===== config.mk =====
export PLATFORM = sky130hd
export DESIGN_NAME = decimal_integer_parser
export DESIGN_NICKNAME = d
export VERILOG_FILES = /design/src/hw/rtl/dip_pkg.sv /design/src/hw/rtl/dip_accum.sv /design/src/hw/rtl/decimal_integer_parser.sv
export SDC_FILE = /design/constraint.sdc
export NUM_CORES = 1
export LEC_CHECK = 0
export ABC_CLOCK_PERIOD_IN_PS = 14150
export BUFFER_PORTS_ARGS = -buffer_cell sky130_fd_sc_hd__buf_4
export CORE_MARGIN = 2
export CORE_UTILIZATION = 55
export DETAILED_ROUTE_END_ITERATION = 8
export PLACE_DENSITY_LB_ADDON = 0.12
export SKIP_LAST_GASP = 1
export SLEW_MARGIN = 25
export SYNTH_ARGS = -nofsm -noshare
export SYNTH_HDL_FRONTEND = slang
export SYNTH_HIERARCHICAL = 1
export SYNTH_SLANG_ARGS = --single-unit

===== constraint.sdc =====
create_clock -name clk -period 14.15 [get_ports clk]
set_input_delay 2.1225 -clock clk [delete_from_list [all_inputs] [get_ports clk]]
set_output_delay 2.1225 -clock clk [all_outputs]
set_load 0.01 [all_outputs]

===== src/hw/rtl/dip_pkg.sv =====
// Package for the decimal integer parser: phase and status codes, character
// constants, configuration indexes and the magnitude limit function.
// No dependencies.
package dip_pkg;

	localparam int COUNT_BITS_DEF = 16;
	localparam int LEN_BITS       = 16;
	localparam int VALUE_BITS     = 64;
	localparam int CFG_IDX_BITS   = 1;
	localparam int CFG_DATA_BITS  = 2;

	// Register indexes of the configuration port.
	localparam logic [CFG_IDX_BITS-1:0] CFG_SIGNED_MODE  = 1'b0;
	localparam logic [CFG_IDX_BITS-1:0] CFG_WIDTH_SELECT = 1'b1;

	localparam logic       SIGNED_MODE_RST  = 1'b1;
	localparam logic [1:0] WIDTH_SELECT_RST = 2'd3;

	// Result status codes.
	localparam logic [1:0] ST_OK        = 2'd0;
	localparam logic [1:0] ST_NAN       = 2'd1;
	localparam logic [1:0] ST_MINUS_ERR = 2'd2;
	localparam logic [1:0] ST_RANGE     = 2'd3;

	// ASCII characters that the parser looks for.
	localparam logic [7:0] CH_MINUS = 8'h2D;
	localparam logic [7:0] CH_PLUS  = 8'h2B;
	localparam logic [7:0] CH_ZERO  = 8'h30;
	localparam logic [7:0] CH_NINE  = 8'h39;

	typedef enum logic [1:0] {
		PH_START,
		PH_SIGN,
		PH_DIGITS
	} phase_t;

	// Controls that the accumulator needs from the parser state and config.
	typedef struct packed {
		logic       negative;
		logic       overflowed;
		logic       signed_mode;
		logic [1:0] width_select;
	} acc_ctl_t;

	// Flags that come back from the accumulator.
	typedef struct packed {
		logic overflowed;
		logic over_limit;
	} acc_flags_t;

	// Largest magnitude allowed for the configured width and signedness.
	function automatic logic [VALUE_BITS-1:0] mag_limit(
		input logic [1:0] width_select,
		input logic       signed_mode,
		input logic       negative
	);
		logic [5:0]            top_bit;
		logic [VALUE_BITS-1:0] half;
		logic [VALUE_BITS-1:0] lim;
		top_bit = (6'd8 << width_select) - 6'd1;
		half    = {{(VALUE_BITS-1){1'b0}}, 1'b1} << top_bit;
		if (!signed_mode && !negative) begin
			lim = (half << 1) - {{(VALUE_BITS-1){1'b0}}, 1'b1};
		end else if (negative) begin
			lim = half;
		end else begin
			lim = half - {{(VALUE_BITS-1){1'b0}}, 1'b1};
		end
		return lim;
	endfunction

endpackage


===== src/hw/rtl/dip_accum.sv =====
// Decimal accumulator: multiply by ten, add a digit and check the range.
// Depends on dip_pkg.
module dip_accum (
	input  logic [dip_pkg::VALUE_BITS-1:0] magnitude,
	input  logic [3:0]                     digit,
	input  dip_pkg::acc_ctl_t              ctl,
	output logic [dip_pkg::VALUE_BITS-1:0] magnitude_next,
	output dip_pkg::acc_flags_t            flags
);

	localparam int WideBits = dip_pkg::VALUE_BITS + 4;

	logic [dip_pkg::VALUE_BITS-1:0] limit;
	logic [WideBits-1:0]            wide;
	logic                           digit_ovf;

	assign limit = dip_pkg::mag_limit(ctl.width_select, ctl.signed_mode, ctl.negative);

	// Ten times the magnitude is eight times plus two times; the exact sum
	// exceeds the limit exactly when the new digit would overflow.
	assign wide = {1'b0, magnitude, 3'b000}
		+ {3'b000, magnitude, 1'b0}
		+ {{(WideBits-4){1'b0}}, digit};
	assign digit_ovf = wide > {4'b0000, limit};

	assign magnitude_next   = (ctl.overflowed || digit_ovf) ? magnitude
		: wide[dip_pkg::VALUE_BITS-1:0];
	assign flags.overflowed = ctl.overflowed || digit_ovf;
	assign flags.over_limit = magnitude > limit;

endmodule


===== src/hw/rtl/decimal_integer_parser.sv =====
// Top level of the streaming ASCII decimal integer parser.
// Depends on dip_pkg and dip_accum.
//
// Usage: text bytes enter on the char_byte channel (in_valid/in_ready), one
// byte per transaction. A number is an optional '+' or '-' followed by one or
// more digits; it ends at the first non-digit byte, which is reported in
// end_byte and dropped. Each finished number, and each error, produces one
// transaction on the result channel (out_valid/out_ready) carrying status,
// value_bits, length_used and end_byte. Digits and accepted signs give nothing.
// Configuration (signed_mode at index 0, width_select at index 1) is written
// through cfg_valid/cfg_ready, which is always ready; write it only while the
// parser is idle.
// An accepted byte waits in the input register; when it advances, any result
// it produces is loaded into the output register, which drives out_valid.
// The parser takes one byte per cycle while the result channel does not
// stall: the input register is refilled in the same cycle it hands its byte
// to the parse logic, and the range check is one wide add and compare.
// When the receiver stalls with a result pending, the input register holds its
// byte and in_ready drops once that register is full. Reset returns the parser
// to the start of a number, empties both registers and restores signed mode
// with a 64-bit target width.
module decimal_integer_parser #(
	parameter int COUNT_BITS = dip_pkg::COUNT_BITS_DEF
) (
	input  logic                              clk,
	input  logic                              arst_n,
	input  logic                              cfg_valid,
	output logic                              cfg_ready,
	input  logic [dip_pkg::CFG_IDX_BITS-1:0]  cfg_index,
	input  logic [dip_pkg::CFG_DATA_BITS-1:0] cfg_data,
	input  logic                              in_valid,
	output logic                              in_ready,
	input  logic [7:0]                        char_byte,
	output logic                              out_valid,
	input  logic                              out_ready,
	output logic [1:0]                        status,
	output logic [dip_pkg::VALUE_BITS-1:0]    value_bits,
	output logic [dip_pkg::LEN_BITS-1:0]      length_used,
	output logic [7:0]                        end_byte
);

	localparam int VB = dip_pkg::VALUE_BITS;
	localparam int LB = dip_pkg::LEN_BITS;

	// Configuration registers.
	logic       signed_mode_q;
	logic [1:0] width_select_q;

	// Input register.
	logic       valid_s1;
	logic [7:0] byte_s1;

	// Parser state.
	dip_pkg::phase_t       phase_q, phase_d;
	logic                  negative_q, negative_d;
	logic [VB-1:0]         mag_q, mag_d;
	logic                  ovf_q, ovf_d;
	logic [COUNT_BITS-1:0] count_q, count_d, count_inc;

	// Output register.
	logic          out_valid_q;
	logic [1:0]    status_q;
	logic [VB-1:0] value_q;
	logic [LB-1:0] length_q;
	logic [7:0]    end_byte_q;

	logic                  advance;
	logic                  is_digit;
	logic                  emit;
	logic [1:0]            st_d;
	logic [VB-1:0]         val_d;
	logic [COUNT_BITS-1:0] len_cnt;
	logic [LB-1:0]         len_sat;

	dip_pkg::acc_ctl_t   acc_ctl;
	dip_pkg::acc_flags_t acc_flags;
	logic [VB-1:0]       mag_next;

	assign cfg_ready = 1'b1;

	always_ff @(posedge clk or negedge arst_n) begin
		if (!arst_n) begin
			signed_mode_q  <= dip_pkg::SIGNED_MODE_RST;
			width_select_q <= dip_pkg::WIDTH_SELECT_RST;
		end else if (cfg_valid) begin
			case (cfg_index)
				dip_pkg::CFG_SIGNED_MODE:  signed_mode_q  <= cfg_data[0];
				dip_pkg::CFG_WIDTH_SELECT: width_select_q <= cfg_data;
				default: ;
			endcase
		end
	end

	// The byte in the input register is processed when the output register
	// is free or is being emptied in this cycle.
	assign advance  = valid_s1 && (!out_valid_q || out_ready);
	assign in_ready = !valid_s1 || advance;

	always_ff @(posedge clk or negedge arst_n) begin
		if (!arst_n) begin
			valid_s1 <= 1'b0;
		end else if (in_ready) begin
			valid_s1 <= in_valid;
		end
	end

	always_ff @(posedge clk) begin
		if (in_ready && in_valid) begin
			byte_s1 <= char_byte;
		end
	end

	assign is_digit  = byte_s1 inside {[dip_pkg::CH_ZERO:dip_pkg::CH_NINE]};
	assign count_inc = (&count_q) ? count_q : count_q + COUNT_BITS'(1);

	assign acc_ctl.negative     = negative_q;
	assign acc_ctl.overflowed   = ovf_q;
	assign acc_ctl.signed_mode  = signed_mode_q;
	assign acc_ctl.width_select = width_select_q;

	dip_accum u_accum (
		.magnitude      (mag_q),
		.digit          (byte_s1[3:0]),
		.ctl            (acc_ctl),
		.magnitude_next (mag_next),
		.flags          (acc_flags)
	);

	// Next state and result for the byte in the input register.
	always_comb begin
		phase_d    = phase_q;
		negative_d = negative_q;
		mag_d      = mag_q;
		ovf_d      = ovf_q;
		count_d    = count_q;
		emit       = 1'b0;
		st_d       = dip_pkg::ST_OK;
		val_d      = '0;
		len_cnt    = '0;
		case (phase_q)
			dip_pkg::PH_START: begin
				if (byte_s1 == dip_pkg::CH_MINUS) begin
					if (!signed_mode_q) begin
						// Minus in unsigned mode is dropped and the parser stays here.
						emit = 1'b1;
						st_d = dip_pkg::ST_MINUS_ERR;
					end else begin
						negative_d = 1'b1;
						count_d    = COUNT_BITS'(1);
						phase_d    = dip_pkg::PH_SIGN;
					end
				end else if (byte_s1 == dip_pkg::CH_PLUS) begin
					count_d = COUNT_BITS'(1);
					phase_d = dip_pkg::PH_SIGN;
				end else if (is_digit) begin
					mag_d   = mag_next;
					ovf_d   = acc_flags.overflowed;
					count_d = count_inc;
					phase_d = dip_pkg::PH_DIGITS;
				end else begin
					emit = 1'b1;
					st_d = dip_pkg::ST_NAN;
				end
			end
			dip_pkg::PH_SIGN: begin
				if (is_digit) begin
					mag_d   = mag_next;
					ovf_d   = acc_flags.overflowed;
					count_d = count_inc;
					phase_d = dip_pkg::PH_DIGITS;
				end else begin
					// A sign with no digit after it is not a number.
					emit       = 1'b1;
					st_d       = dip_pkg::ST_NAN;
					phase_d    = dip_pkg::PH_START;
					negative_d = 1'b0;
					mag_d      = '0;
					ovf_d      = 1'b0;
					count_d    = '0;
				end
			end
			dip_pkg::PH_DIGITS: begin
				if (is_digit) begin
					mag_d   = mag_next;
					ovf_d   = acc_flags.overflowed;
					count_d = count_inc;
				end else begin
					// The number ends here; the magnitude is checked once more
					// against the configuration of this moment.
					emit = 1'b1;
					if (negative_q && !signed_mode_q) begin
						st_d = dip_pkg::ST_MINUS_ERR;
					end else if (ovf_q || acc_flags.over_limit) begin
						st_d = dip_pkg::ST_RANGE;
					end else begin
						val_d   = negative_q ? (VB'(0) - mag_q) : mag_q;
						len_cnt = count_q;
					end
					phase_d    = dip_pkg::PH_START;
					negative_d = 1'b0;
					mag_d      = '0;
					ovf_d      = 1'b0;
					count_d    = '0;
				end
			end
			default: begin
				phase_d    = dip_pkg::PH_START;
				negative_d = 1'b0;
				mag_d      = '0;
				ovf_d      = 1'b0;
				count_d    = '0;
			end
		endcase
	end

	// The reported length saturates at the width of the length field.
	generate
		if (COUNT_BITS > LB) begin : g_len_sat
			assign len_sat = (|len_cnt[COUNT_BITS-1:LB]) ? {LB{1'b1}} : len_cnt[LB-1:0];
		end else begin : g_len_ext
			assign len_sat = LB'(len_cnt);
		end
	endgenerate

	always_ff @(posedge clk or negedge arst_n) begin
		if (!arst_n) begin
			phase_q <= dip_pkg::PH_START;
		end else if (advance) begin
			phase_q <= phase_d;
		end
	end

	always_ff @(posedge clk or negedge arst_n) begin
		if (!arst_n) begin
			negative_q <= 1'b0;
			mag_q      <= '0;
			ovf_q      <= 1'b0;
			count_q    <= '0;
		end else if (advance) begin
			negative_q <= negative_d;
			mag_q      <= mag_d;
			ovf_q      <= ovf_d;
			count_q    <= count_d;
		end
	end

	always_ff @(posedge clk or negedge arst_n) begin
		if (!arst_n) begin
			out_valid_q <= 1'b0;
		end else if (advance && emit) begin
			out_valid_q <= 1'b1;
		end else if (out_ready) begin
			out_valid_q <= 1'b0;
		end
	end

	always_ff @(posedge clk) begin
		if (advance && emit) begin
			status_q   <= st_d;
			value_q    <= val_d;
			length_q   <= len_sat;
			end_byte_q <= byte_s1;
		end
	end

	assign out_valid   = out_valid_q;
	assign status      = status_q;
	assign value_bits  = value_q;
	assign length_used = length_q;
	assign end_byte    = end_byte_q;

endmodule

Word level (Yosys, flattened, before mapping)

Cells that the tools add are included.

Add/subtract/negate cells: 7
Magnitude comparators: 4
Equal/unequal tests: 13
Shift operators: 2
Multiplexer cells: 47
Bitwise logic cells: 2
Reductions and logical operators: 25

Operators by type and width:

| operator                                                        | count |
|---|---|
| 2-to-1 mux 64 bit                                               | 8 |
| one-hot mux 64 bit (2 select lines)                             | 1 |
| subtractor 64 x 1 -> 64 bit (second input constant)             | 2 |
| 2-to-1 mux 16 bit                                               | 6 |
| adder 67 x 65 -> 68 bit                                         | 1 |
| adder 68 x 4 -> 68 bit                                          | 1 |
| > comparator 68 x 64 -> 1 bit                                   | 1 |
| > comparator 64 bit                                             | 1 |
| left shift 1 x 6 -> 64 bit (first input constant)               | 1 |
| subtractor 1 x 64 -> 64 bit (first input constant)              | 1 |
| one-hot mux 16 bit (2 select lines)                             | 1 |
| 2-to-1 mux 2 bit                                                | 11 |
| adder 16 x 1 -> 16 bit (second input constant)                  | 1 |
| equality test 8 x 6 -> 1 bit (second input constant)            | 2 |
| AND reduction 16 bit                                            | 1 |
| 2-to-1 mux 1 bit                                                | 15 |
| != test 2 bit (second input constant)                           | 7 |
| one-hot mux 2 bit (3 select lines)                              | 2 |
| AND reduction 4 bit                                             | 3 |
| >= comparator 8 x 6 -> 1 bit (second input constant)            | 1 |
| less-or-equal comparator 8 x 6 -> 1 bit (second input constant) | 1 |
| logical AND 1 bit                                               | 6 |
| one-hot mux 1 bit (2 select lines)                              | 3 |
| left shift 4 x 2 -> 6 bit (first input constant)                | 1 |
| other kinds (14)                                                | 22 |

Flip-flop bits (word level): 187
Input bits: 16
Word-level logic and storage cells: 114

Logic depth before layout (Yosys ltp)

Gate-level depths: netlist of run 1.

Depth after elaboration: 13
Mapped depth: 28

Modules after synthesis

Netlist of run 1, hierarchy kept.

Modules (own cells, without submodules):

| module                 | instances | cells each | area each (um^2) | sequential area each (um^2) |
|---|---|---|---|---|
| decimal_integer_parser | 1         | 782        | 9121.2           | 5173.7 |
| dip_accum              | 1         | 1046       | 8391.8           | 0.0 |

Worst setup path before layout of run 1

Ideal clock, no wire load.

Path kind: input -> register
Start: in out_ready
End: reg end_byte_q[0] (netlist: end_byte[0]), enable pin
Setup time: 675 ps
Data arrival time: 8994 ps
Required time: 13475 ps
Setup slack: 4480 ps
Stages: 3
Cells stage by stage: nand2b_1 -> nand2_1 -> a211oi_1

Longest elaborated chain between the ends: 3

RTL lines:

| element                | RTL line                      | source |
|---|---|---|
| start: declaration     | decimal_integer_parser.sv:35  | `input logic out_ready,` |
| logical OR 1 bit       | decimal_integer_parser.sv:96  | `assign advance = valid_s1 && (!out_valid_q \|\| out_ready);` |
| logical AND 1 bit      | decimal_integer_parser.sv:96  |  |
| logical AND 1 bit      | decimal_integer_parser.sv:258 | `if (advance && emit) begin` |
| end signal: assignment | decimal_integer_parser.sv:262 | `end_byte_q <= byte_s1;` |
| end: declaration       | decimal_integer_parser.sv:65  | `logic [7:0] end_byte_q;` |

No other way between the ends.
A chain may end at the register's enable or synchronous reset.

Final worst setup path of run 1

Start: reg mag_q[2]
End: reg mag_q[2]

Longest elaborated chain between the ends: 9

RTL lines:

| element                               | RTL line                      | source |
|---|---|---|
| start: declaration                    | decimal_integer_parser.sv:56  | `logic [VB-1:0] mag_q, mag_d;` |
| start signal: assignment              | decimal_integer_parser.sv:241 | `mag_q <= mag_d;` |
| adder 67 x 65 -> 68 bit               | dip_accum.sv:22               | `+ {3'b000, magnitude, 1'b0}` |
| adder 68 x 4 -> 68 bit                | dip_accum.sv:23               | `+ {{(WideBits-4){1'b0}}, digit};` |
| > comparator 68 x 64 -> 1 bit         | dip_accum.sv:24               | `assign digit_ovf = wide > {4'b0000, limit};` |
| logical OR 1 bit                      | dip_accum.sv:26               | `assign magnitude_next = (ctl.overflowed \|\| digit_ovf) ? magnitude` |
| 2-to-1 mux 64 bit *                   | dip_accum.sv:26               |  |
| named net mag_next[2]                 | decimal_integer_parser.sv:77  | `logic [VB-1:0] mag_next;` |
| 2-to-1 mux 64 bit                     | decimal_integer_parser.sv:155 | `end else if (is_digit) begin` |
| 2-to-1 mux 64 bit                     | decimal_integer_parser.sv:152 | `end else if (byte_s1 == dip_pkg::CH_PLUS) begin` |
| 2-to-1 mux 64 bit                     | decimal_integer_parser.sv:142 | `if (byte_s1 == dip_pkg::CH_MINUS) begin` |
| one-hot mux 64 bit (2 select lines) * | decimal_integer_parser.sv:140 | `case (phase_q)` |

Mark *: on every way through the listed nets, which the timed path passes. The rest lies on a longest branch. The select of a mux whose other input is x is not followed.

==> results of run 1 <==
-- path summary, 6_finish.rpt --
| path | endpoint | cells past startpoint | startpoint |
|---|---|---|---|
| worst max-delay path | mag_q[2] | 25 | mag_q[2] |
| worst min-delay path | end_byte[4] | 0 | byte_s1[4] |
| worst max register to register | mag_q[2] | 25 | mag_q[2] |
| worst min register to register | end_byte[4] | 0 | byte_s1[4] |
| max in group asynchronous | negative_q | 2 | arst_n |
| min in group asynchronous | mag_q[9] | 1 | arst_n |
-- routing by layer --
metal  global-route usage, %  wire length [µm]
met5                       0                 0
met3                    2.75              2610
met1                    41.8             22800
met2                    42.9             20300
met4                    7.97              1050
-- synth_stat cells, drive strengths merged, types with 10 or more instances --
master  number
a21oi      145
o21ai       84
or4         17
o31ai       24
and3        17
o211ai      14
a22o        65
ha         263
o21bai      10
nand3       55
xnor2       42
edfxtp      98
a21o        49
nand2b      36
xor2        50
nor2b       24
a31oi       30
nand4       48
mux2i       18
nand2      123
o41ai       17
o21a        11
and2        22
mux2        68
buf         29
nor4        18
a211oi      12
clkbuf      55
dfrtp       86
nor2       110
or3         19
or2         10
nor3        35
inv         40
-- final cells by class --
cell class | count | area (µm²)
clock buffer | 18 | 439
timing repair buffer | 119 | 906
tap | 402 | 503
inverter | 40 | 150
fill | 2650 | 12300
multi-input combinational | 1517 | 11800
sequential | 187 | 5170
clock inverter | 14 | 126
-- critical path: stages, from the launching register on --
cell and delay, ns:
dfrtp_1 0.50, fa_1 0.58, inv_1 0.07, fa_1 0.46
nor2b_1 0.17, o31a_1 0.20, a41oi_1 0.28, o21ai_1 0.31
nand3_1 0.21, o21a_1 0.33, a21oi_2 0.41, a21boi_1 0.19
o31a_1 0.37, xnor2_1 0.19, ha_1 0.34, nand4_1 0.11
or2_2 0.33, nor3_1 0.19, nand2_1 0.11, nor3_1 0.20
o31a_1 0.16, o21ai_0 0.13, nor4_4 0.17, buf_4 0.69
mux2_1 0.40, a22o_1 0.22
-- kinds of logic after synthesis --
family                     after synthesis  synth area share [%]
xor gates and xnor gates                92                  4.60
and+or+nand+nor                        552                  16.6
DFF                                    187                  29.5
muxes                                   86                  6.41
adders and majority gates              265                  19.0
other                                    1                0.0214
AOI/OAI and AO/OA                      521                  20.6
buffers and inverters                  124                  3.25
-- state kept, by name (all words and copies together), names as in the netlist, 2 cells and up --
name and flops:
mag_q 64, value_bits 64, count_q 16, length_used 16, byte_s1 8, end_byte 8, phase_q 2, status 2
width_select_q 2
-- power breakdown --
group	leakage [nW]	internal (mW)	switching (mW)	total, mW
registers	2.18	0.689	0.0461	0.735
clock network	0.276	0.237	0.237	0.475
logic	6.74	0.209	0.380	0.589
total	9.19	1.14	0.663	1.80
-- per-stage QoR --
step	hold slack [ns]	cells	cell area, µm²	setup WS [ns]
after global placement	0.489	2264	18500	7.07
after floorplan	0.458	1828	17500	4.48
final	0.524	2297	19100	6.67
after global routing	0.530	2297	19100	6.36
after CTS	0.517	2296	19100	6.84
after detailed placement	0.488	2264	18500	6.88
==> flow_summary_export.csv, run 1 <==
group,metric,value,unit
layout,final_common_cell,"ha_1",
timing,fin_crit,7.48,ns
logic_synthesis,ys_ff_latch,187,
timing,tightest_slew,0.973,ns
floorplan,start_util,55.6,%
global_route,grt_max_degree,76,
logic_synthesis,synthFlopType,"edfxtp_1",
layout,diodes,0,
power_and_ir_drop,peakVddDrop,98.2,µV
layout,nNetsFinal,2163,
timing,hold_viol,0,
timing,rsz0062_at_grt,"false",
routing,drt-total-wl,46700,µm
timing,setup_violations,0,
power_and_ir_drop,leakage,9.19,nW
worst_setup_path,crit_path_end_kind,"flip-flop",
timing,period_share,52.9,%
logic_synthesis,synth_edf_count,98,
cts,insertion_delay,0.45,ns
timing,max_freq,134,MHz
worst_setup_path,start_kind,"flip-flop",
logic_synthesis,syn_avg_cell_area,9.58,µm²
hold_path,hold_path_class,"flip-flop to flip-flop",
worst_setup_path,critPathRequiredTime,14.48,ns
routing,drtIter0Drc,1420,
power_and_ir_drop,p_per_area,93.9,nW/µm²
placed_design,portBuffers,107,
worst_setup_path,criticalPathCategory,"flip-flop to flip-flop",
routing,wl_per_cell,20.3,µm
timing,slew-limit-headroom,34.7,%
cts,cts_hold_buf,0,
logic_synthesis,async_reset_ff_share,47.6,%
layout,synthToLayoutAreaGrowth,9.32,%
global_route,grt_pass1_vias,13900,
global_route,grt_pass1_wl,74500,µm
cts,cts.sinks,187,
logic_synthesis,yosys_warnings,6,
global_route,antenna_found_initial,0,
logic_synthesis,syn_area,17500,µm²
routing,ant_nets,0,
routing,drc,0,
cts,path_clk_slew,0.07,ns
logic_synthesis,synthCells,1828,
timing,tns,0,ns
floorplan,ioPinCount,109,
layout,drive_above_1_share,13.5,%
logic_synthesis,ys_seq_area_share,29.5,%
floorplan,die_h,182,µm
logic_synthesis,synth_nets,2109,
logic_synthesis,synth_top_area_share,18.8,%
floorplan,coreArea,31500,µm²
logic_synthesis,ys_top_cells_by_area,"ha_1 19%, edfxtp_1 17%, dfrtp_1 12%, a21oi_1 4.1%, mux2_4 4.0%",
cts,cts_setup_buffers,0,
power_and_ir_drop,report.power.total,1.80,mW
worst_setup_path,critPathMaxFanout,45,
cts,htreeDepth,4,
worst_setup_path,arrival,7.81,ns
cts,cts_buffers,17,
global_route,grt.total_usage,28.0,%
cts,cts_resized,0,
global_route,overflow,0,
run_status,outcome,"finished clean",
run,maxCapViolCount,0,
logic_synthesis,netlist.top_cell.by_area,"ha_1",
cts,cts-root-buf,"clkbuf_16",
routing,drt-vias-per-instance,6.46,
routing,num_vias,14800,
logic_synthesis,synth.distinct_cells,94,
cts,clock_path_buffers,2,
layout,fin_util,60.8,%
cts,cts_tree,"yes",
layout,final_cell_mix,"263 x ha_1, 143 x a21oi_1, 122 x nand2_1",
timing,skew,0.0189,ns
worst_setup_path,reg2reg_setup_slack,6.67,ns
floorplan,core.rowCount,65,
floorplan,die_w,182,µm
floorplan,die-area,33300,µm²
placed_design,gp_congestion,0.913,
routing,firstDrtPassIters,5,
timing,slew_violations,0,
placed_design,dp_hpwl,35200,µm
No activity file was read; power rests on OpenSTA's default activity.
==> inputs of run 2 (changes only) <==
ABC_CLOCK_PERIOD_IN_PS = 7200   (was 14150)
clock period = 7.2 ns   (was 14.15 ns; I/O delays follow)
==> flow_summary_export.csv, run 2 (synthesis gave the netlist of run 1 again) <==
group,metric,value,unit
run_status,outcome,"finished clean",
worst_setup_path,critPathRequiredTime,7.54,ns
worst_setup_path,start_kind,"flip-flop",
global_route,grt_max_degree,62,
power_and_ir_drop,p_switching,1.30,mW
routing,ant_nets,0,
timing,skew,0.0153,ns
timing,fin_crit,6.90,ns
layout,final_cell_mix,"263 x ha_1, 143 x a21oi_1, 134 x buf_4",
global_route,overflow,0,
floorplan,die_h,182,µm
routing,drtIter0Drc,1343,
floorplan,ioPinCount,109,
timing,hold_viol,0,
routing,num_vias,15000,
timing,rsz0062_at_grt,"false",
placed_design,pre_cts_slack,0.288,ns
hold_path,holdPathStages,0,
placed_design,portBuffers,107,
cts,insertion_delay,0.46,ns
power_and_ir_drop,p_per_area,184,nW/µm²
cts,cts_tree,"yes",
floorplan,coreArea,31500,µm²
worst_setup_path,timing.rr.end,"mag_q[17]",
hold_path,hold_end,"end_byte[7]",
cts,clock_path_buffers,2,
layout,multi_input_area,11900,µm²
cts,path_clk_slew,0.07,ns
routing,drt-vias-per-instance,6.47,
power_and_ir_drop,p_sw_share,36.6,%
timing,tightest_slew,1.01,ns
layout,diodes,0,
worst_setup_path,criticalPathCategory,"flip-flop to flip-flop",
floorplan,core.rowCount,65,
worst_setup_path,startpoint,"mag_q[2]",
power_and_ir_drop,pwr-share-seq,40.5,%
cts,cts_buffers,17,
worst_setup_path,crit_path_end_kind,"flip-flop",
hold_path,hold_path_class,"flip-flop to flip-flop",
global_route,grt_pass1_wl,75300,µm
power_and_ir_drop,p_int,2.25,mW
placed_design,dp_hpwl,35600,µm
power_and_ir_drop,leakage,9.30,nW
floorplan,start_util,55.6,%
floorplan,die-area,33300,µm²
routing,firstDrtPassIters,6,
timing,tns,0,ns
worst_setup_path,ff2ff_path_depth,25,
global_route,grt_pass1_vias,14200,
timing,max_freq,145,MHz
layout,finalNonFillerCells,2314,
worst_setup_path,arrival,7.24,ns
timing,slew-limit-headroom,32.3,%
layout,drive_above_1_share,14.3,%
worst_setup_path,critPathMaxFanout,30,
timing,setup_violations,0,
floorplan,die_w,182,µm
placed_design,placedCellCount,2282,
cts,cts_setup_buffers,0,
layout,synthToLayoutAreaGrowth,10.3,%
power_and_ir_drop,peakVddDrop,177,µV
timing,period_share,95.8,%
cts,htreeDepth,4,
global_route,antenna_found_initial,0,
timing,holdWs,0.509,ns
layout,nNetsFinal,2180,
routing,drc,0,
global_route,grt.total_usage,28.1,%
layout,n_fill_cell,2645,
cts,cts.sinks,187,
worst_setup_path,rr_startpoint,"mag_q[2]",
cts,cts-root-buf,"clkbuf_16",
power_and_ir_drop,pwr-share-comb,32.4,%
run,maxCapViolCount,0,
hold_path,worstHoldStart,"byte_s1[7]",
layout,final_common_cell,"ha_1",
worst_setup_path,reg2reg_setup_slack,0.30,ns
routing,wl_per_cell,20.3,µm
routing,drt-total-wl,46900,µm
placed_design,gp_congestion,0.949,
timing,worst_slack,0.303,ns
power_and_ir_drop,clkPwrFrac,27.0,%
timing,slew_violations,0,
layout,regArea,5170,µm²
-- run 2: worst max path at each step --
stage | endpoint | slack, ns | cells past startpoint
final | mag_q[17] | 0.30 | 25
after detailed placement | mag_q[57] | 0.29 | 25
after floorplan | value_bits[36] | 1.14 | 22
after global placement | mag_q[60] | 0.49 | 26
after CTS | mag_q[57] | 0.26 | 25
after global routing | mag_q[53] | 0.002 | 25
-- run 2: power groups by stage --
stage / sequential (mW) / clock, mW / combinational [mW]
after floorplan: 1.54 / 0 / 0.609
after global placement: 1.46 / 0 / 1.12
after detailed placement: 1.46 / 0 / 1.15
after CTS: 1.44 / 0.973 / 1.15
after global routing: 1.46 / 1.01 / 1.26
final: 1.44 / 0.962 / 1.15
-- run 2: metrics by stage --
step | utilization, % | power, mW | cell area, µm²
final | 61.4 | 3.56 | 19300
after global routing | 61.4 | 3.73 | 19300
after CTS | 61.3 | 3.57 | 19300
after detailed placement | 59.4 | 2.61 | 18700
after global placement | 59.4 | 2.58 | 18700
after floorplan | - | 2.15 | 17500
-- run 2: cell type report --
class                   count  share of cell area [%]
multi-input cells        1517                    61.4
repair buffers            136                    5.41
inverters                  40                   0.777
flip-flops and latches    187                    26.8
clock buffers              18                    2.22
well taps                 402                    2.60
clock inverters            14                   0.816
-- run 2: timing repair --
item / CTS / global route
hold buffers: 0 / 0
setup endpoints to repair: 0 / 62
gates resized for setup: 0 / 3
-- run 2: per-layer routing --
| metal | global-route usage, % | wire [µm] | vias up |
|---|---|---|---|
| li1 | - | - | 7166 |
| met1 | 41.5 | 22600 | 7200 |
| met2 | 43.0 | 20400 | 545 |
| met3 | 4.01 | 2940 | 68 |
| met4 | 7.84 | 903 | 0 |
| met5 | 0 | 0 | - |
-- run 2: critical path: stages (launching register included) --
cell	delay [ns]
dfrtp_1	0.53
fa_1	0.50
ha_1	0.33
a211oi_1	0.24
nor2_1	0.11
o31ai_1	0.54
o21ai_0	0.27
a21oi_1	0.29
o21ai_0	0.23
xor2_1	0.30
ha_1	0.30
nand4_1	0.19
nor4_1	0.10
buf_4	0.16
a21oi_1	0.12
nand2_1	0.08
o311ai_0	0.51
buf_4	0.20
a31oi_1	0.07
a211oi_1	0.25
o31a_1	0.14
o21ai_0	0.13
nor4_4	0.32
buf_12	0.30
mux2_4	0.33
a22o_1	0.21
